$ cat src/rtl/b58enc_pkg.sv
package b58enc_pkg;

  // Fixed field and state widths.
  localparam int unsigned BYTE_W      = 8;
  localparam int unsigned CNT_W       = 6;
  localparam int unsigned DIGIT_W     = 6;
  localparam int unsigned CARRY_W     = 8;
  localparam int unsigned CHAR_W      = 7;
  localparam int unsigned MAX_RESULTS = 44;
  localparam int unsigned LEFT_W      = $clog2(MAX_RESULTS + 1);

  localparam logic [CHAR_W-1:0] CHAR_ONE  = 7'h31;
  localparam logic [CHAR_W-1:0] CHAR_NONE = 7'h00;

  typedef struct packed {
    logic [BYTE_W-1:0] data_byte;
    logic              final_byte;
  } b58enc_in_t;

  typedef struct packed {
    logic [CHAR_W-1:0] out_char;
    logic              out_last;
    logic              overflow;
  } b58enc_out_t;

  // Controls broadcast to every digit cell.
  typedef struct packed {
    logic shift;
    logic clear;
  } b58enc_cell_ctl_t;

  typedef enum logic [2:0] {
    ST_IDLE,
    ST_FOLD,
    ST_SKIP,
    ST_EMIT,
    ST_OVF
  } b58enc_state_e;

  // Maps a base-58 digit to its character in the Bitcoin alphabet.
  function automatic logic [CHAR_W-1:0] b58enc_char(input logic [DIGIT_W-1:0] digit);
    logic [CHAR_W-1:0] ch;
    if (digit < 6'd9) begin
      ch = 7'h31 + CHAR_W'(digit);
    end else if (digit < 6'd17) begin
      ch = 7'h41 + CHAR_W'(digit - 6'd9);
    end else if (digit < 6'd22) begin
      ch = 7'h4A + CHAR_W'(digit - 6'd17);
    end else if (digit < 6'd33) begin
      ch = 7'h50 + CHAR_W'(digit - 6'd22);
    end else if (digit < 6'd44) begin
      ch = 7'h61 + CHAR_W'(digit - 6'd33);
    end else if (digit < 6'd58) begin
      ch = 7'h6D + CHAR_W'(digit - 6'd44);
    end else begin
      ch = CHAR_NONE;
    end
    return ch;
  endfunction

endpackage

$ cat src/rtl/b58enc_cell.sv
module b58enc_cell
  import b58enc_pkg::*;
(
  input  logic                   clk_i,
  input  logic                   rst_ni,
  input  b58enc_cell_ctl_t       ctl_i,
  input  logic                   fold_i,
  input  logic [CARRY_W-1:0]     carry_i,
  input  logic [DIGIT_W-1:0]     next_digit_i,
  output logic [DIGIT_W-1:0]     digit_o,
  output logic                   fold_o,
  output logic [CARRY_W-1:0]     carry_o
);

  // Quotient and remainder of 256 * d by 58 for d below 29, packed {q, r}.
  // Above that the pattern repeats with the quotient raised by 128.
  function automatic logic [13:0] mul256_div58(input logic [4:0] d);
    logic [13:0] v;
    case (d)
      5'd0:    v = {8'd0,   6'd0};
      5'd1:    v = {8'd4,   6'd24};
      5'd2:    v = {8'd8,   6'd48};
      5'd3:    v = {8'd13,  6'd14};
      5'd4:    v = {8'd17,  6'd38};
      5'd5:    v = {8'd22,  6'd4};
      5'd6:    v = {8'd26,  6'd28};
      5'd7:    v = {8'd30,  6'd52};
      5'd8:    v = {8'd35,  6'd18};
      5'd9:    v = {8'd39,  6'd42};
      5'd10:   v = {8'd44,  6'd8};
      5'd11:   v = {8'd48,  6'd32};
      5'd12:   v = {8'd52,  6'd56};
      5'd13:   v = {8'd57,  6'd22};
      5'd14:   v = {8'd61,  6'd46};
      5'd15:   v = {8'd66,  6'd12};
      5'd16:   v = {8'd70,  6'd36};
      5'd17:   v = {8'd75,  6'd2};
      5'd18:   v = {8'd79,  6'd26};
      5'd19:   v = {8'd83,  6'd50};
      5'd20:   v = {8'd88,  6'd16};
      5'd21:   v = {8'd92,  6'd40};
      5'd22:   v = {8'd97,  6'd6};
      5'd23:   v = {8'd101, 6'd30};
      5'd24:   v = {8'd105, 6'd54};
      5'd25:   v = {8'd110, 6'd20};
      5'd26:   v = {8'd114, 6'd44};
      5'd27:   v = {8'd119, 6'd10};
      5'd28:   v = {8'd123, 6'd34};
      default: v = '0;
    endcase
    return v;
  endfunction

  logic [DIGIT_W-1:0] digit_q, digit_d;
  logic               fold_q;
  logic [CARRY_W-1:0] carry_q, carry_d;

  logic               hi;
  logic [4:0]         dl;
  logic [13:0]        tab;
  logic [7:0]         qd;
  logic [5:0]         rd;
  logic [8:0]         t;
  logic [2:0]         q2;
  logic [DIGIT_W-1:0] r2;

  // digit * 256 + carry split into a table part and a small remainder
  // that stays below six times 58, so its quotient is at most five.
  always_comb begin
    hi  = (digit_q >= 6'd29);
    dl  = hi ? 5'(digit_q - 6'd29) : 5'(digit_q);
    tab = mul256_div58(dl);
    qd  = tab[13:6] + (hi ? 8'd128 : 8'd0);
    rd  = tab[5:0];
    t   = 9'(rd) + 9'(carry_i);
    q2  = 3'(t >= 9'd58) + 3'(t >= 9'd116) + 3'(t >= 9'd174)
        + 3'(t >= 9'd232) + 3'(t >= 9'd290);
    r2  = DIGIT_W'(t - 9'(q2) * 9'd58);
    carry_d = qd + 8'(q2);
  end

  always_comb begin
    digit_d = digit_q;
    if (ctl_i.clear) begin
      digit_d = '0;
    end else if (fold_i) begin
      digit_d = r2;
    end else if (ctl_i.shift) begin
      digit_d = next_digit_i;
    end
  end

  always_ff @(posedge clk_i or negedge rst_ni) begin
    if (!rst_ni) begin
      digit_q <= '0;
      fold_q  <= 1'b0;
    end else begin
      digit_q <= digit_d;
      fold_q  <= fold_i;
    end
  end

  always_ff @(posedge clk_i) begin
    carry_q <= carry_d;
  end

  assign digit_o = digit_q;
  assign fold_o  = fold_q;
  assign carry_o = carry_q;

endmodule

$ cat config.mk
export PLATFORM = sky130hd
export DESIGN_NAME = b58enc_cell
export DESIGN_NICKNAME = d
export VERILOG_FILES = /design/src/rtl/b58enc_pkg.sv /design/src/rtl/b58enc_cell.sv
export SDC_FILE = /design/constraint.sdc
export NUM_CORES = 1
export LEC_CHECK = 0
export ABC_AREA = 0
export BUFFER_PORTS_ARGS = -buffer_cell sky130_fd_sc_hd__buf_2
export CAP_MARGIN = 0
export CORE_MARGIN = 10
export CORE_UTILIZATION = 35
export CTS_CLUSTER_SIZE = 16
export DETAILED_ROUTE_END_ITERATION = 16
export PLACE_DENSITY = 0.54
export SYNTH_ARGS = -nofsm -noshare
export SYNTH_HDL_FRONTEND = slang
export SYNTH_SLANG_ARGS = --single-unit
$ cat constraint.sdc
create_clock -name clk_i -period 17.4 [get_ports clk_i]
set_clock_uncertainty 0.2 [all_clocks]
set_input_delay 0 -clock clk_i [delete_from_list [all_inputs] [get_ports clk_i]]
set_output_delay 0 -clock clk_i [all_outputs]
set_load 0.01 [all_outputs]
==> results.cfg, run 1 <==
[finish]
n_antenna_cell = 0
multi_input_area_mm2 = 0.00170
fin_nets = 357
area_delta_synth_final_pct = 18.3
fillCellCount = 604
regArea_um2 = 335
drive_above_1_share = 0.169

[synthesis]
avgSynthCellArea_um2 = 7.98
synthMuxAreaShare = 0.0544
synth-simple-area-share = 0.171
synth_top_family_by_area = compound AO/OA/AOI/OAI gates
synth_cell_type_count = 54
synth_edf_count = 0
syn_area_mm2 = 0.00214
syn_nets = 317
synth-adder-area-share = 0.193
synth-xor-area-share = 0.0819
synthFlopType = dfxtp_1
ys.warnings.count = 0
synth_compound_area_frac = 0.293
synth-seq-cells = 15
async_flop_share = 0.467
seq_area_frac_synth = 0.157
syn_inst = 268

[drt]
vias_per_cell = 5.34
wl_per_cell_um = 15.1
dr_total_vias = 2039
first_pass_iters = 4
remaining_drc_errors = 0
wl_um = 5770
drt_iter0_markers = 111
antenna_left = 0

[placed_design]
hpwl_um = 4510
port_buffers = 33
place_congestion = 0.805

[run]
maxCapViolCount = 0

[die]
core_mm2 = 0.00592
chipHeight_um = 98.2
dieArea_mm2 = 0.00964
initial_core_util = 0.361
io_pins = 34
fp-row-count = 28
die_w_um = 98.2

[setup_path]
end_kind = flop
cp.arrival_ps = 7750
r2r-end = digit_o[5]
ff2ff_path_depth = 34
r2r_start = digit_o[0]
critPathBufInv = 5
path_delay_family = adder cells
rrSetupSlack_ps = 9620
crit_required_ps = 17360
max_stage_delay_ps = 510
crit_top_cell = ha_1
crit_type = flop to flop
cp_slowest_cell = fa_1
crit_fanout = 14
start_kind = flop

[min_path]
whs_path_depth = 3
min_to = digit_o[5]
hp-start = ctl_i[1]
hp-class = primary input to flop

[global_route]
grt_pass1_vias = 1954
grt_max_degree = 21
antenna_found_initial = 0
grt_pass1_wl_um = 9560
overflow = 0
grt_usage = 0.115

[outcome]
status = finished clean

[cts]
cts_buffers = 3
htree_levels = 1
clockBufferDepth = 2
cts_num_sinks = 15
postCtsSetupBuffers = 0
path_clk_slew_ps = 60
ctsRootBufferMaster = clkbuf_8
clock_latency_ps = 250
cts_tree = built

[timing]
setup_violations = 0
fin_crit_sh = 0.447
hold_viol = 0
slew_headroom = 0.542
min_period_ps = 7780
setup_tns_ps = 0
fmax_ghz = 0.128
rsz0062_at_grt = no
tightestPinTransition_ps = 687
drv_slew = 0
-- final cells by class --
type	instances	area share
clock inverters	1	0.00198
multi-input cells	226	0.671
well taps	75	0.0371
repair buffers	48	0.121
flip-flops and latches	15	0.132
clock buffers	3	0.0163
inverters	14	0.0208
-- metrics by stage --
step	cells	hold slack (ps)	instance area [um^2]	setup WS [ps]	util
5_1_grt	382	104	2530	9070	0.428
3_5_place_dp	367	-357	2370	9660	0.401
3_3_place_gp	367	-359	2370	9740	0.401
6_report	382	51.1	2530	9620	0.428
2_1_floorplan	268	-496	2140	10090	-
4_1_cts	382	53.6	2530	9620	0.428
-- cells in the final DEF (no fill, tap or decap), types with 2 or more instances in the layout --
cell type / n
o22ai_1: 4
mux2i_1: 9
o21ai_1: 2
nand2b_1: 3
o31ai_1: 2
a21o_1: 5
buf_2: 33
a31oi_1: 4
a22oi_1: 4
nand3_1: 5
buf_4: 4
o221ai_1: 5
and2_1: 3
nor2_1: 25
dlygate4sd3_1: 11
nor2b_1: 9
o21ai_0: 19
dfxtp_1: 8
a21oi_1: 20
inv_1: 14
fa_1: 5
nor3_1: 5
a211oi_1: 13
dfrtp_1: 7
ha_1: 25
xnor2_1: 14
nand3b_1: 2
nand2_1: 11
xor2_1: 6
clkbuf_8: 3
-- timing repair --
item                                    4_1_cts  5_1_grt
gates resized for setup                       0        0
endpoints found under the hold margin        14        0
hold buffers                                 11        0
endpoints found under the setup margin        0        0
-- worst max path at each step --
stage | startpoint | end | slack [ps] | cells after the start
6_report | digit_o[0] | digit_o[5] | 9620 | 34
5_1_grt | digit_o[0] | digit_o[5] | 9070 | 32
3_3_place_gp | digit_o[0] | digit_o[5] | 9740 | 33
2_1_floorplan | digit_o[0] | digit_o[5] | 10090 | 34
3_5_place_dp | digit_o[0] | digit_o[5] | 9660 | 34
4_1_cts | digit_o[0] | digit_o[5] | 9620 | 34
-- layer usage --
metal / track usage / wire (um) / vias up
li1: - / - / 1063
met1: 0.154 / 2870 / 937
met5: 0 / 0 / -
met4: 0.0397 / 82 / 0
met3: 0.0162 / 238 / 5
met2: 0.184 / 2580 / 34
-- cells in the mapped netlist, types with 4 or more instances --
library cell / count / area (um^2)
a31oi_1: 4 / 25.0
inv_1: 14 / 52.6
o221ai_1: 5 / 43.8
o21ai_0: 19 / 95.1
buf_2: 4 / 20.0
nand2_1: 11 / 41.3
dfrtp_1: 7 / 175
a211oi_1: 13 / 97.6
nor2b_1: 9 / 56.3
ha_1: 25 / 313
fa_1: 5 / 100
a21oi_1: 20 / 100
nor3_1: 5 / 25.0
xor2_1: 6 / 52.6
nor2_1: 25 / 93.8
nand3_1: 5 / 25.0
xnor2_1: 14 / 123
mux2i_1: 9 / 90.1
a21o_1: 5 / 37.5
o22ai_1: 4 / 25.0
dfxtp_1: 8 / 160
clkbuf_1: 9 / 33.8
a22oi_1: 4 / 30.0
-- cell families (layout without fill, tap and decap cells) --
kind of cell	Yosys count	count (layout)
buffers and inverters	27	66
and+or+nand+nor	72	72
adders and majority gates	30	30
AOI/OAI and AO/OA	93	93
DFF	15	15
xor gates and xnor gates	20	20
muxes	11	11
-- tightest hold or removal path: stages --
cell and delay [ps]:
buf_2 170, a211oi_1 220, a211oi_1 70
-- flip-flops by register name, indices dropped and copies added (netlist names) --
signal,flops
carry_o,8
digit_o,6
fold_o,1
Power of run 1 is not shown: default switching activity piles up to over one toggle a cycle in this logic, so the estimate is an artifact.
==> inputs of run 2 (changes only) <==
ABC_AREA = 1   (was 0)
PLACE_DENSITY = 0.56   (was 0.54)
clock period = 6.95 ns   (was 17.4 ns; I/O delays follow)
==> results.cfg, run 2 <==
[placed_design]
port_buffers = 33
dp.cells = 435
hpwl_um = 4780
pre_cts_slack_ps = -94.0
place_area_mm2 = 0.00251
place_congestion = 0.967

[setup_path]
cp_slowest_cell = fa_1
ff2ff_path_depth = 39
end_kind = flop
cp-startpoint = digit_o[0]
crit_required_ps = 6880
start_kind = flop
crit_fanout = 5
rrSetupSlack_ps = 350
crit_type = flop to flop
cp.arrival_ps = 6530
r2r_start = digit_o[0]
max_stage_delay_ps = 510
crit_end = digit_o[5]
r2r-end = digit_o[5]
crit_top_cell = nand2_1

[finish]
largest_reg_flops = 8
layout_common_cells = 66 x nand2_1, 35 x buf_4, 33 x inv_1, 33 x buf_2, 30 x nand3_1
fin_nets = 441
finalInstanceArea_mm2 = 0.00299
final_common_cell = nand2_1
final_cells = 466
n_antenna_cell = 0
area_delta_synth_final_pct = 37.7
drive_above_1_share = 0.368

[synthesis]
synth_area_leaders = ha_1 14%, nand2_1 12%, dfrtp_1 8.1%
ys.warnings.count = 0
synth_cell_type_count = 42
synth.most_common_cell = nand2_1
synth_top_area_frac = 0.144
syn_area_mm2 = 0.00217
synth_edf_count = 0
syn_inst = 315
synthTopCellsByCount = 68 x nand2_1, 37 x inv_1, 30 x nand3_1
synth-seq-cells = 15
async_flop_share = 0.467
synthFlopType = dfxtp_1
seq_area_frac_synth = 0.154
avgSynthCellArea_um2 = 6.90
yosys.area.top_type = ha_1
syn_nets = 364

[min_path]
hp-class = primary input to flop
whs_path_depth = 4

[cts]
cts_tree = built
path_clk_slew_ps = 60
ctsRootBufferMaster = clkbuf_8
htree_levels = 1
clockBufferDepth = 2
cts_num_sinks = 15
clock_latency_ps = 250
cts_buffers = 3

[global_route]
grt_pass1_wl_um = 10200
overflow = 0
grt_usage = 0.120
grt_pass1_vias = 2215
antenna_found_initial = 0
grt_max_degree = 18

[timing]
setup_violations = 0
min_period_ps = 6600
tightestPinTransition_ps = 561
slew_headroom = 0.622
drv_slew = 0
fmax_ghz = 0.152
fin_crit_sh = 0.949
hold_viol = 0
layout_setup_ws_ps = 352
whs_ps = 13.7

[die]
io_pins = 34
dieArea_mm2 = 0.00977
initial_core_util = 0.363
core_mm2 = 0.00599
die_w_um = 98.8
fp-row-count = 28
chipHeight_um = 98.8

[drt]
antenna_left = 0
drt_iter0_markers = 167
first_pass_iters = 5
wl_per_cell_um = 13.2
wl_um = 6170
dr_total_vias = 2377
vias_per_cell = 5.10
remaining_drc_errors = 0

[run]
maxCapViolCount = 0

[outcome]
status = finished clean
==> run 2: how the worst min path moves through the flow <==
stage | from | endpoint
6_report | ctl_i[1] | digit_o[5]
4_1_cts | ctl_i[1] | digit_o[3]
2_1_floorplan | rst_ni | digit_o[0]
5_1_grt | ctl_i[1] | digit_o[5]
3_5_place_dp | rst_ni | digit_o[0]
3_3_place_gp | rst_ni | digit_o[0]
==> run 2: logic make-up (layout without fill, tap and decap cells) <==
kind of cell | Yosys count | count (layout) | synth area share
AO/OA/AOI/OAI | 55 | 55 | 0.164
AND/OR/NAND/NOR | 153 | 153 | 0.334
buffers and inverters | 48 | 124 | 0.101
XOR/XNOR | 14 | 14 | 0.0564
flip-flops | 15 | 15 | 0.154
adder cells (fa/ha/maj) | 30 | 30 | 0.190
==> run 2: cell type report <==
type | instances | area [um^2]
fill | 581 | 3000
multi-input combinational | 252 | 1820
tap | 75 | 93.8
clock buffer | 4 | 45.0
timing repair buffer | 79 | 538
sequential | 15 | 335
inverter | 41 | 158
==> run 2: through the flow <==
stage                     TNS (ps)   util
after CTS                        0  0.454
after floorplan                  0      -
after global routing         -16.6  0.500
after detailed placement     -94.0  0.420
final                            0  0.500
after global placement           0  0.420
==> run 2: critical path, delay by kind of cell, from the launching register on <==
family                     cells  cell delay, ps
adders and majority gates     10            2730
and+or+nand+nor               11            1020
AOI/OAI and AO/OA              9             980
buffers and inverters          6             620
xor gates and xnor gates       3             510
DFF                            1             420
==> run 2: what timing repair did <==
item                                    4_1_cts  5_1_grt
buffers inserted                              4       12
cloned                                        0        0
resized for setup                             6       38
hold endpoints to repair                     14        0
hold buffers                                 11        0
endpoints found under the setup margin        1        2
pin swaps                                     5       20
==> run 2: metal layers <==
metal	wire, um	vias up	global-route usage	part of all wire
met5	0	-	0	0
met4	76	0	0.0331	0.012
met1	2610	1121	0.149	0.42
met2	3220	62	0.211	0.52
met3	266	6	0.0140	0.043
li1	-	1188	-	-
Power of run 2 is left out for the same reason.
==> inputs of run 3 (changes only) <==
ABC_AREA = not set   (was 1)
==> results.cfg, run 3 (synthesized netlist as in run 1, its figures left out) <==
[outcome]
status = finished clean

[cts]
htree_levels = 1
clock_latency_ps = 260
cts_buffers = 3
clockBufferDepth = 2
path_clk_slew_ps = 70
cts_tree = built
ctsRootBufferMaster = clkbuf_8
cts_num_sinks = 15

[finish]
fin_nets = 400
drive_above_1_share = 0.380
area_delta_synth_final_pct = 43.9
layout_common_cells = 44 x buf_4, 33 x buf_2, 21 x nor2_1, 16 x ha_1, 15 x a21oi_1
fillCellCount = 550
final_common_cell = buf_4
finish.utilization = 0.520
n_antenna_cell = 0
largest_reg_flops = 8

[timing]
drv_slew = 0
setup_violations = 0
slew_headroom = 0.625
hold_viol = 0
whs_ps = 61.7
min_period_ps = 6580
setup_tns_ps = 0
fin_crit_sh = 0.946
tightestPinTransition_ps = 558
fmax_ghz = 0.152
layout_setup_ws_ps = 373

[die]
fp-row-count = 28
io_pins = 34
initial_core_util = 0.361
die_w_um = 98.2
core_mm2 = 0.00592
chipHeight_um = 98.2
dieArea_mm2 = 0.00964

[drt]
wl_um = 6250
dr_total_vias = 2274
top_layer = met4
dr_wl_met3_um = 293
remaining_drc_errors = 0
antenna_left = 0
drt_iter0_markers = 197
first_pass_iters = 4
vias_per_cell = 5.35
wl_per_cell_um = 14.7
wl_met1_um = 2830
met2WireLength_um = 3010

[placed_design]
hpwl_um = 4730
pre_cts_slack_ps = -229
place_congestion = 0.874
port_buffers = 33

[run]
maxCapViolCount = 0

[setup_path]
crit_fanout = 7
end_kind = flop
cp_slowest_cell = fa_1
max_stage_delay_ps = 520
cp.arrival_ps = 6550
crit_type = flop to flop
crit_required_ps = 6920
start_kind = flop

[global_route]
overflow = 0
grt_max_degree = 21
grt_pass1_wl_um = 10300
grt_pass1_vias = 2137
grt_usage = 0.123
antenna_found_initial = 0

[min_path]
hp-class = primary input to flop
-- run 3: changes by cell type in the layout (fill, tap and decap cells not counted), moves of 4 or more --
cell and delta:
nand2_1 -56, nand3_1 -25, inv_1 -24, nand2_2 -22, a211oi_1 +9, buf_4 +9
mux2i_1 +9, nor2b_1 +9, a21oi_1 +8, xnor2_1 +6, o221ai_1 +5, a22oi_1 +4
nand2_4 -4, o32ai_1 -4
-- run 3: path summary, 6_finish.rpt --
check | startpoint | endpoint | slack, ps | cells after the start
worst min-delay path | ctl_i[1] | digit_o[1] | 60 | 3
max in group asynchronous | rst_ni | digit_o[0] | 5790 | 3
min in group asynchronous | rst_ni | fold_o | 490 | 3
worst max register to register | digit_o[1] | digit_o[5] | 370 | 34
worst min register to register | digit_o[5] | carry_o[7] | 690 | 4
worst max-delay path | digit_o[1] | digit_o[5] | 370 | 34
-- run 3: per-layer routing --
layer / track usage / vias to the layer above
met4: 0.0419 / 0
li1: - / 1144
met1: 0.157 / 1051
met3: 0.0162 / 10
met5: 0 / -
met2: 0.207 / 69
-- run 3: area by class of cell --
type | count | area (um^2) | share of cell area
Tap cell | 75 | 93.8 | 0.0305
Clock buffer | 3 | 41.3 | 0.0134
Inverter | 14 | 52.6 | 0.0171
Sequential cell | 15 | 337 | 0.109
Multi-Input combinational cell | 226 | 1900 | 0.617
Timing Repair Buffer | 91 | 648 | 0.210
Clock inverter | 1 | 7.51 | 0.00244
-- run 3: critical path, delay by kind of cell, from the launching register on --
family | cells | cell delay, ps
fa+ha+maj | 9 | 2590
flops | 1 | 390
compound gates | 9 | 1400
xor+xnor | 4 | 660
buf+inv | 6 | 650
simple gates | 6 | 550
-- run 3: timing repair --
action,in CTS,in global routing
hold buffers,11,0
hold endpoints to repair,14,0
setup buffers,6,9
endpoints found under the setup margin,1,7
pin swaps,5,24
resized for setup,13,28
-- run 3: metrics by stage --
| step | cells | area (um^2) |
|---|---|---|
| 3_3_place_gp | 395 | 2630 |
| 4_1_cts | 416 | 2900 |
| 2_1_floorplan | 268 | 2190 |
| 5_1_grt | 425 | 3080 |
| 3_5_place_dp | 395 | 2630 |
| 6_report | 425 | 3080 |
Power of run 3 is left out for the same reason.
